## config.mk

```make
export PLATFORM = sky130hd
export DESIGN_NAME = periodic_tick_catchup_timer_top
export DESIGN_NICKNAME = d
export VERILOG_FILES = /design/src/hdl/ptct_pkg.sv /design/src/hdl/periodic_tick_catchup_timer_top.sv
export SDC_FILE = /design/constraint.sdc
export NUM_CORES = 1
export LEC_CHECK = 0
export BUFFER_PORTS_ARGS = -buffer_cell sky130_fd_sc_hd__buf_2
export CORE_ASPECT_RATIO = 1.1
export CORE_MARGIN = 10
export CORE_UTILIZATION = 40
export CTS_BUF_LIST = sky130_fd_sc_hd__clkbuf_16
export DETAILED_ROUTE_END_ITERATION = 16
export SLEW_MARGIN = 20
export SYNTH_ARGS = -nofsm -noshare
export SYNTH_HDL_FRONTEND = slang
export SYNTH_SLANG_ARGS = --single-unit
```

## constraint.sdc

```tcl
create_clock -name i_clk -period 9.2 [get_ports i_clk]
set_input_delay 0.92 -clock i_clk [delete_from_list [all_inputs] [get_ports i_clk]]
set_output_delay 0.92 -clock i_clk [all_outputs]
set_load 0.05 [all_outputs]
```

## src/hdl/ptct_pkg.sv

```systemverilog
`default_nettype none

package ptct_pkg;

    localparam int unsigned TIME_W    = 63;
    localparam int unsigned PERIOD_W  = 32;
    localparam int unsigned PENDING_W = 32;

    localparam logic [PERIOD_W-1:0] MIN_PERIOD   = 32'd900000;
    localparam logic [9:0]          MISSED_LIMIT = 10'd1000;

    // the period is never below 2^19, so the quotient of a 63-bit span fits in 44 bits
    localparam int unsigned QUOT_W = TIME_W - 19;
    localparam int unsigned CNT_W  = $clog2(QUOT_W);

    typedef enum logic [1:0] {
        ACT_START  = 2'd0,
        ACT_EXPIRE = 2'd1,
        ACT_PICKUP = 2'd2,
        ACT_STOP   = 2'd3
    } t_action;

    typedef struct packed {
        logic [1:0]        action;
        logic [TIME_W-1:0] now_ns;
        logic              vcpu_running;
        logic              timer_armed;
    } t_in_word;

    typedef struct packed {
        logic [PENDING_W-1:0] pending_ticks;
        logic [TIME_W-1:0]    deadline_ns;
        logic                 arm_timer;
        logic                 disarm_timer;
        logic                 enabled;
    } t_out_word;

endpackage

`default_nettype wire

```

## src/hdl/periodic_tick_catchup_timer_top.sv

```systemverilog
// flow: start, stop and armed pickup go from accept straight to the output state;
// expire and unarmed pickup pass a compare state first, then output when the deadline
// is not passed, else a 44-step restoring divider (one quotient bit per cycle on one
// 33-bit subtractor) and a finish state run first; the output state waits while stalled
// one word at a time: the next is accepted once the result is registered
// reset: synchronous active-low, clears counts, deadline, enable and valid; period 900000
`default_nettype none

module periodic_tick_catchup_timer_top
    import ptct_pkg::*;
(
    input  wire logic                i_clk,
    input  wire logic                i_rst_n,
    input  wire logic                i_cfg_we,
    input  wire logic [PERIOD_W-1:0] i_cfg_wdata,
    input  wire logic                i_in_valid,
    output logic                     o_in_stall,
    input  wire t_in_word            i_in_word,
    output logic                     o_out_valid,
    input  wire logic                i_out_stall,
    output t_out_word                o_out_word
);

    typedef enum logic [4:0] {
        S_IDLE = 5'b00001,
        S_CMP  = 5'b00010,
        S_DIV  = 5'b00100,
        S_FIN  = 5'b01000,
        S_DONE = 5'b10000
    } t_state;

    t_state                r_state, n_state;
    logic [PERIOD_W-1:0]   r_period;
    logic [PERIOD_W-1:0]   r_held, n_held;
    logic [PENDING_W-1:0]  r_pend, n_pend;
    logic [TIME_W-1:0]     r_dl, n_dl;
    logic                  r_running, n_running;
    logic                  r_arm, n_arm;
    logic                  r_disarm, n_disarm;
    logic [TIME_W-1:0]     r_now, n_now;
    logic [PERIOD_W-1:0]   r_rem, n_rem;
    logic [QUOT_W-1:0]     r_quot, n_quot;
    logic [CNT_W-1:0]      r_cnt, n_cnt;
    logic                  r_out_valid, n_out_valid;
    t_out_word             r_out, n_out;

    logic                  in_acc;
    logic                  out_free;
    logic [TIME_W-1:0]     diff;
    logic [PERIOD_W:0]     trial;
    logic [PERIOD_W:0]     shifted;
    logic [PENDING_W:0]    pend_sum;
    logic [PENDING_W-1:0]  pend_inc;
    logic [PERIOD_W-1:0]   per_clamped;

    assign in_acc      = i_in_valid && !o_in_stall;
    assign out_free    = !r_out_valid || !i_out_stall;
    assign diff        = r_now - r_dl;
    assign shifted     = {r_rem, r_quot[QUOT_W-1]};
    assign trial       = shifted - {1'b0, r_held};
    assign per_clamped = (r_period < MIN_PERIOD) ? MIN_PERIOD : r_period;
    assign pend_inc    = (r_quot >= QUOT_W'(MISSED_LIMIT)) ? PENDING_W'(1)
                                                           : PENDING_W'(r_quot[9:0]) + 1'b1;
    assign pend_sum    = {1'b0, r_pend} + {1'b0, pend_inc};

    always_comb begin
        n_state     = r_state;
        n_held      = r_held;
        n_pend      = r_pend;
        n_dl        = r_dl;
        n_running   = r_running;
        n_arm       = r_arm;
        n_disarm    = r_disarm;
        n_now       = r_now;
        n_rem       = r_rem;
        n_quot      = r_quot;
        n_cnt       = r_cnt;
        n_out_valid = r_out_valid && i_out_stall;
        n_out       = r_out;
        unique case (r_state)
            S_IDLE: begin
                if (in_acc) begin
                    n_now    = i_in_word.now_ns;
                    n_arm    = 1'b0;
                    n_disarm = 1'b0;
                    n_state  = S_DONE;
                    case (t_action'(i_in_word.action))
                        ACT_START: begin
                            n_disarm  = r_running;
                            n_held    = per_clamped;
                            n_pend    = '0;
                            n_dl      = i_in_word.now_ns + TIME_W'(per_clamped);
                            n_running = 1'b1;
                            n_arm     = 1'b1;
                        end
                        ACT_EXPIRE: begin
                            if (r_pend != '1) begin
                                n_pend = r_pend + 1'b1;
                            end
                            n_dl    = r_dl + TIME_W'(r_held);
                            n_arm   = i_in_word.vcpu_running;
                            n_state = S_CMP;
                        end
                        ACT_PICKUP: begin
                            if (!i_in_word.timer_armed) begin
                                n_arm   = 1'b1;
                                n_state = S_CMP;
                            end
                        end
                        default: begin
                            n_disarm  = r_running;
                            n_running = 1'b0;
                        end
                    endcase
                end
            end
            S_CMP: begin
                if (r_now > r_dl) begin
                    n_rem   = PERIOD_W'(diff[TIME_W-1:QUOT_W]);
                    n_quot  = diff[QUOT_W-1:0];
                    n_cnt   = '0;
                    n_state = S_DIV;
                end else begin
                    n_state = S_DONE;
                end
            end
            S_DIV: begin
                // restoring step, quotient bits shift in behind the dividend bits
                if (!trial[PERIOD_W]) begin
                    n_rem = trial[PERIOD_W-1:0];
                end else begin
                    n_rem = shifted[PERIOD_W-1:0];
                end
                n_quot = {r_quot[QUOT_W-2:0], !trial[PERIOD_W]};
                n_cnt  = r_cnt + 1'b1;
                if (r_cnt == CNT_W'(QUOT_W - 1)) begin
                    n_state = S_FIN;
                end
            end
            S_FIN: begin
                // deadline + (q+1)*per equals now - rem + per
                n_dl    = r_now - TIME_W'(r_rem) + TIME_W'(r_held);
                n_pend  = pend_sum[PENDING_W] ? '1 : pend_sum[PENDING_W-1:0];
                n_state = S_DONE;
            end
            S_DONE: begin
                if (out_free) begin
                    n_out_valid         = 1'b1;
                    n_out.pending_ticks = r_pend;
                    n_out.deadline_ns   = r_dl;
                    n_out.arm_timer     = r_arm;
                    n_out.disarm_timer  = r_disarm;
                    n_out.enabled       = r_running;
                    n_state             = S_IDLE;
                end
            end
            default: begin
                n_state = S_IDLE;
            end
        endcase
    end

    always_ff @(posedge i_clk) begin
        if (!i_rst_n) begin
            r_state     <= S_IDLE;
            r_period    <= MIN_PERIOD;
            r_held      <= MIN_PERIOD;
            r_pend      <= '0;
            r_dl        <= '0;
            r_running   <= 1'b0;
            r_out_valid <= 1'b0;
            r_cnt       <= '0;
        end else begin
            r_state     <= n_state;
            if (i_cfg_we) begin
                r_period <= i_cfg_wdata;
            end
            r_held      <= n_held;
            r_pend      <= n_pend;
            r_dl        <= n_dl;
            r_running   <= n_running;
            r_out_valid <= n_out_valid;
            r_cnt       <= n_cnt;
        end
    end

    always_ff @(posedge i_clk) begin
        r_arm    <= n_arm;
        r_disarm <= n_disarm;
        r_now    <= n_now;
        r_rem    <= n_rem;
        r_quot   <= n_quot;
        r_out    <= n_out;
    end

    assign o_in_stall  = (r_state != S_IDLE);
    assign o_out_valid = r_out_valid;
    assign o_out_word  = r_out;

`ifndef SYNTH
    a_held_min: assert property (@(posedge i_clk) disable iff (!i_rst_n)
        r_held >= MIN_PERIOD)
        else $error("latched period below minimum");

    a_rem_below_period: assert property (@(posedge i_clk) disable iff (!i_rst_n)
        (r_state == S_DIV) |-> (r_rem < r_held))
        else $error("divider remainder not below period");

    a_cnt_range: assert property (@(posedge i_clk) disable iff (!i_rst_n)
        (r_state == S_DIV) |-> (r_cnt < CNT_W'(QUOT_W)))
        else $error("divider step count out of range");

    a_start_direct: assert property (@(posedge i_clk) disable iff (!i_rst_n)
        (in_acc && i_in_word.action == ACT_START) |=> (r_state == S_DONE && r_running))
        else $error("start did not complete directly");
`endif

endmodule

`default_nettype wire
```

==> results.py <==
metrics = {
    "run_status": {
        "outcome": "finished clean",
    },
    "logic_synthesis": {
        "synth.top_cell.area_share_pct": 22.09,
        "synth-edff-count": 239,
        "synthArstFlopShare_pct": 0,
        "ys_seq_area_share_pct": 32.70,
        "synth_top_area_cell": "edfxtp_1",
        "yosys_register_bits": 411,
        "yosys-top-cells-area": "edfxtp_1 (22%), dfxtp_1 (11%), ha_1 (9.3%), a21oi_1 (6.3%), xnor2_1 (4.0%)",
        "synth_fp_nets": 4254,
        "synth_warnings": 0,
        "synthCells": 3872,
        "avgSynthCellArea_um2": 8.389,
        "synth_common_cells": "a21oi_1 (411), nand2_1 (346), nor2_1 (303)",
        "synthFlopType": "edfxtp_1",
        "ys_types": 105,
        "syn_area_mm2": 0.03248,
        "synth_most_common_cell": "a21oi_1",
    },
    "worst_setup_path": {
        "crit_fanout": 18,
        "r2r-end": "r_dl[60]",
        "cpPeakStageDelay_ns": 0.61,
        "start_kind": "register",
        "end_kind": "register",
        "rr_startpoint": "r_period[28]",
        "reg2reg_depth": 17,
        "cp_top_family": "compound AO/OA/AOI/OAI gates",
        "cp_data_required_time_ns": 9.72,
        "slowest_stage": "o21ai_2",
        "crit_arrival_ns": 5.85,
        "path_buf_inv": 1,
        "r2r_setup_slack_ns": 3.88,
        "criticalPathCategory": "reg -> reg",
        "crit_chain": "nor4_1 -> nand3_1 -> a31oi_1 -> buf_4 -> or2_2 -> ha_1 -> a21oi_1 -> nand2_1 -> a21bo_2 -> o21ai_0 -> a21oi_1 -> o21ai_2 -> nor2_1 -> and2_1 -> xor2_1 -> a221oi_1 -> a31oi_1",
    },
    "placed_design": {
        "dp.cells": 4963,
        "pre_cts_slack_ns": 3.794,
        "port_buffers": 203,
        "dpl.hpwl_mm": 88.97,
        "gp_routability_congestion": 0.9538,
    },
    "sta": {
        "period_minus_slack_ns": 5.321,
        "tns_ns": 0,
        "rsz0062_at_grt": "no",
        "timing.fmax_mhz": 187.9,
        "max_slew_margin_pct": 15.99,
        "skew_ns": 0.02925,
        "setup_viol": 0,
        "hold_viol": 0,
        "final.period_utilization_pct": 57.84,
        "timing.final.ws_setup_ns": 3.879,
        "drv_slew": 0,
        "tightest_slew_ns": 1.259,
    },
    "detailed_routing": {
        "vias": 29770,
        "drtAntennaViolNets": 0,
        "drt_iter0_drc": 2639,
        "drcViolationCount": 0,
        "routed_wl_mm": 115.8,
        "drtPass1Iterations": 6,
        "wire_per_inst_um": 22.90,
        "viasPerCell": 5.886,
    },
    "die": {
        "die-area_mm2": 0.09302,
        "fp.coreArea_mm2": 0.08046,
        "die_w_um": 291.7,
        "die-height_um": 318.9,
        "num_rows": 109,
        "ios": 204,
        "start_util_pct": 40.37,
    },
    "pwr": {
        "internal_power_uw": 4018,
        "p_leak_uw": 0.01449,
        "total_power_uw": 6348,
        "clkPwrFrac_pct": 32.8,
        "power_density_mw_per_mm2": 176.7,
        "p_comb_share_pct": 32.5,
        "pwr-share-seq_pct": 34.7,
        "peakVddDrop_mv": 0.1294,
        "p_switching_uw": 2330,
        "netSwitchingFraction_pct": 36.70,
    },
    "final_layout": {
        "layout.nets": 4343,
        "area_growth_syn_to_layout_pct": 10.62,
        "stdcell_count": 5057,
        "drive_gt1_share_pct": 10.04,
        "diodes": 0,
        "final.fill_count": 8084,
    },
    "flow_run": {
        "cap_violations": 0,
    },
    "clocking": {
        "clock_path_buffers": 3,
        "root_buffer": "clkbuf_16",
        "postCtsHoldBufs": 0,
        "postCtsSetupRepairBufs": 0,
        "cts-resized-gates": 0,
        "path_clk_slew_ns": 0.06,
        "numCtsBuffers": 50,
        "htreeDepth": 2,
        "cts_sinks": 411,
        "clk-insertion-delay-late_ns": 0.64,
        "cts_tree": "done",
    },
    "global_routing": {
        "grt_pass1_vias": 28690,
        "grt_pass1_wl_mm": 174.8,
        "grt_max_degree": 77,
        "antenna_found_initial": 2,
        "gr-usage-all-layers_pct": 23.87,
        "grt_overflow": 0,
    },
    "worst_hold_path": {
        "hold_end": "o_out_word[1]",
        "hold_start": "r_disarm",
        "worstHoldPathType": "reg -> reg",
        "hold_depth": 0,
    },
}
-- sequential cells by signal, indices dropped and copies added (netlist names), 5 cells and up --
name        flops
r_pend         32
r_quot         44
r_cnt           6
r_dl           63
r_rem          32
r_state         5
r_now          63
r_held         32
r_period       32
o_out_word     98
-- through the flow --
step	util, %	hold WS [ns]	cell area, um^2
after CTS	44.65	0.4214	35930
final	44.66	0.4212	35930
after global placement	42.57	0.4039	34250
after detailed placement	42.57	0.4061	34250
after global routing	44.66	0.4405	35930
after floorplan	-	0.4003	32480
-- power groups by stage --
stage / Sequential [uW] / Combinational (uW) / Clock (uW)
after CTS: 2200 / 2040 / 2110
final: 2200 / 2060 / 2080
after floorplan: 2220 / 1440 / 0
after global routing: 2210 / 2260 / 2180
after detailed placement: 2240 / 2030 / 0
after global placement: 2240 / 2030 / 0
-- how the worst max path moves through the flow --
stage | from | to | slack, ns | cells past startpoint
after floorplan | i_out_stall | o_out_word[0] | 3.06 | 1
after global placement | r_period[27] | r_dl[60] | 3.84 | 17
after detailed placement | r_period[27] | r_dl[60] | 3.79 | 17
after CTS | r_period[28] | r_dl[60] | 3.80 | 17
after global routing | r_period[28] | r_dl[60] | 3.55 | 17
final | r_period[28] | r_dl[60] | 3.88 | 17
-- routing by layer --
metal  vias up  wire length [um]  global-route usage (%)
met3       230              7504                   3.676
met2      1054             54750                   40.70
li1      14260                 -                       -
met1     14220             49450                   30.37
met4         0              4082                   8.126
met5         -                 0                       0
-- final cells by class --
cell class / instances / area (um^2) / area share, %
clock inverter: 43 / 401.6 / 1.118
clock buffer: 51 / 1276 / 3.552
sequential: 411 / 10620 / 29.56
timing repair buffer: 225 / 1181 / 3.287
tap: 1054 / 1319 / 3.670
inverter: 299 / 1126 / 3.134
multi-input combinational: 2974 / 20010 / 55.68
-- layout by cell type (no fill, tap or decap), drive strengths merged, types with 61 or more instances in the layout --
| cell type | instances |
|---|---|
| a21oi | 415 |
| nand2 | 348 |
| inv | 310 |
| nor2 | 304 |
| o21ai | 265 |
| ha | 241 |
| edfxtp | 239 |
| buf | 225 |
| dfxtp | 172 |
| xnor2 | 149 |
| a21o | 116 |
| xor2 | 99 |
| nand3 | 87 |
| nand4 | 86 |
| nor3 | 76 |
| o211ai | 61 |
-- cell families after synthesis --
family	after synthesis	synth area share, %
muxes	66	2.057
DFF	411	32.70
AOI/OAI and AO/OA	1196	23.33
adders and majority gates	278	11.56
buffers and inverters	487	6.017
xor gates and xnor gates	248	6.687
other	1	0.01154
and+or+nand+nor	1185	17.64
(Power assumes the default switching activity.)
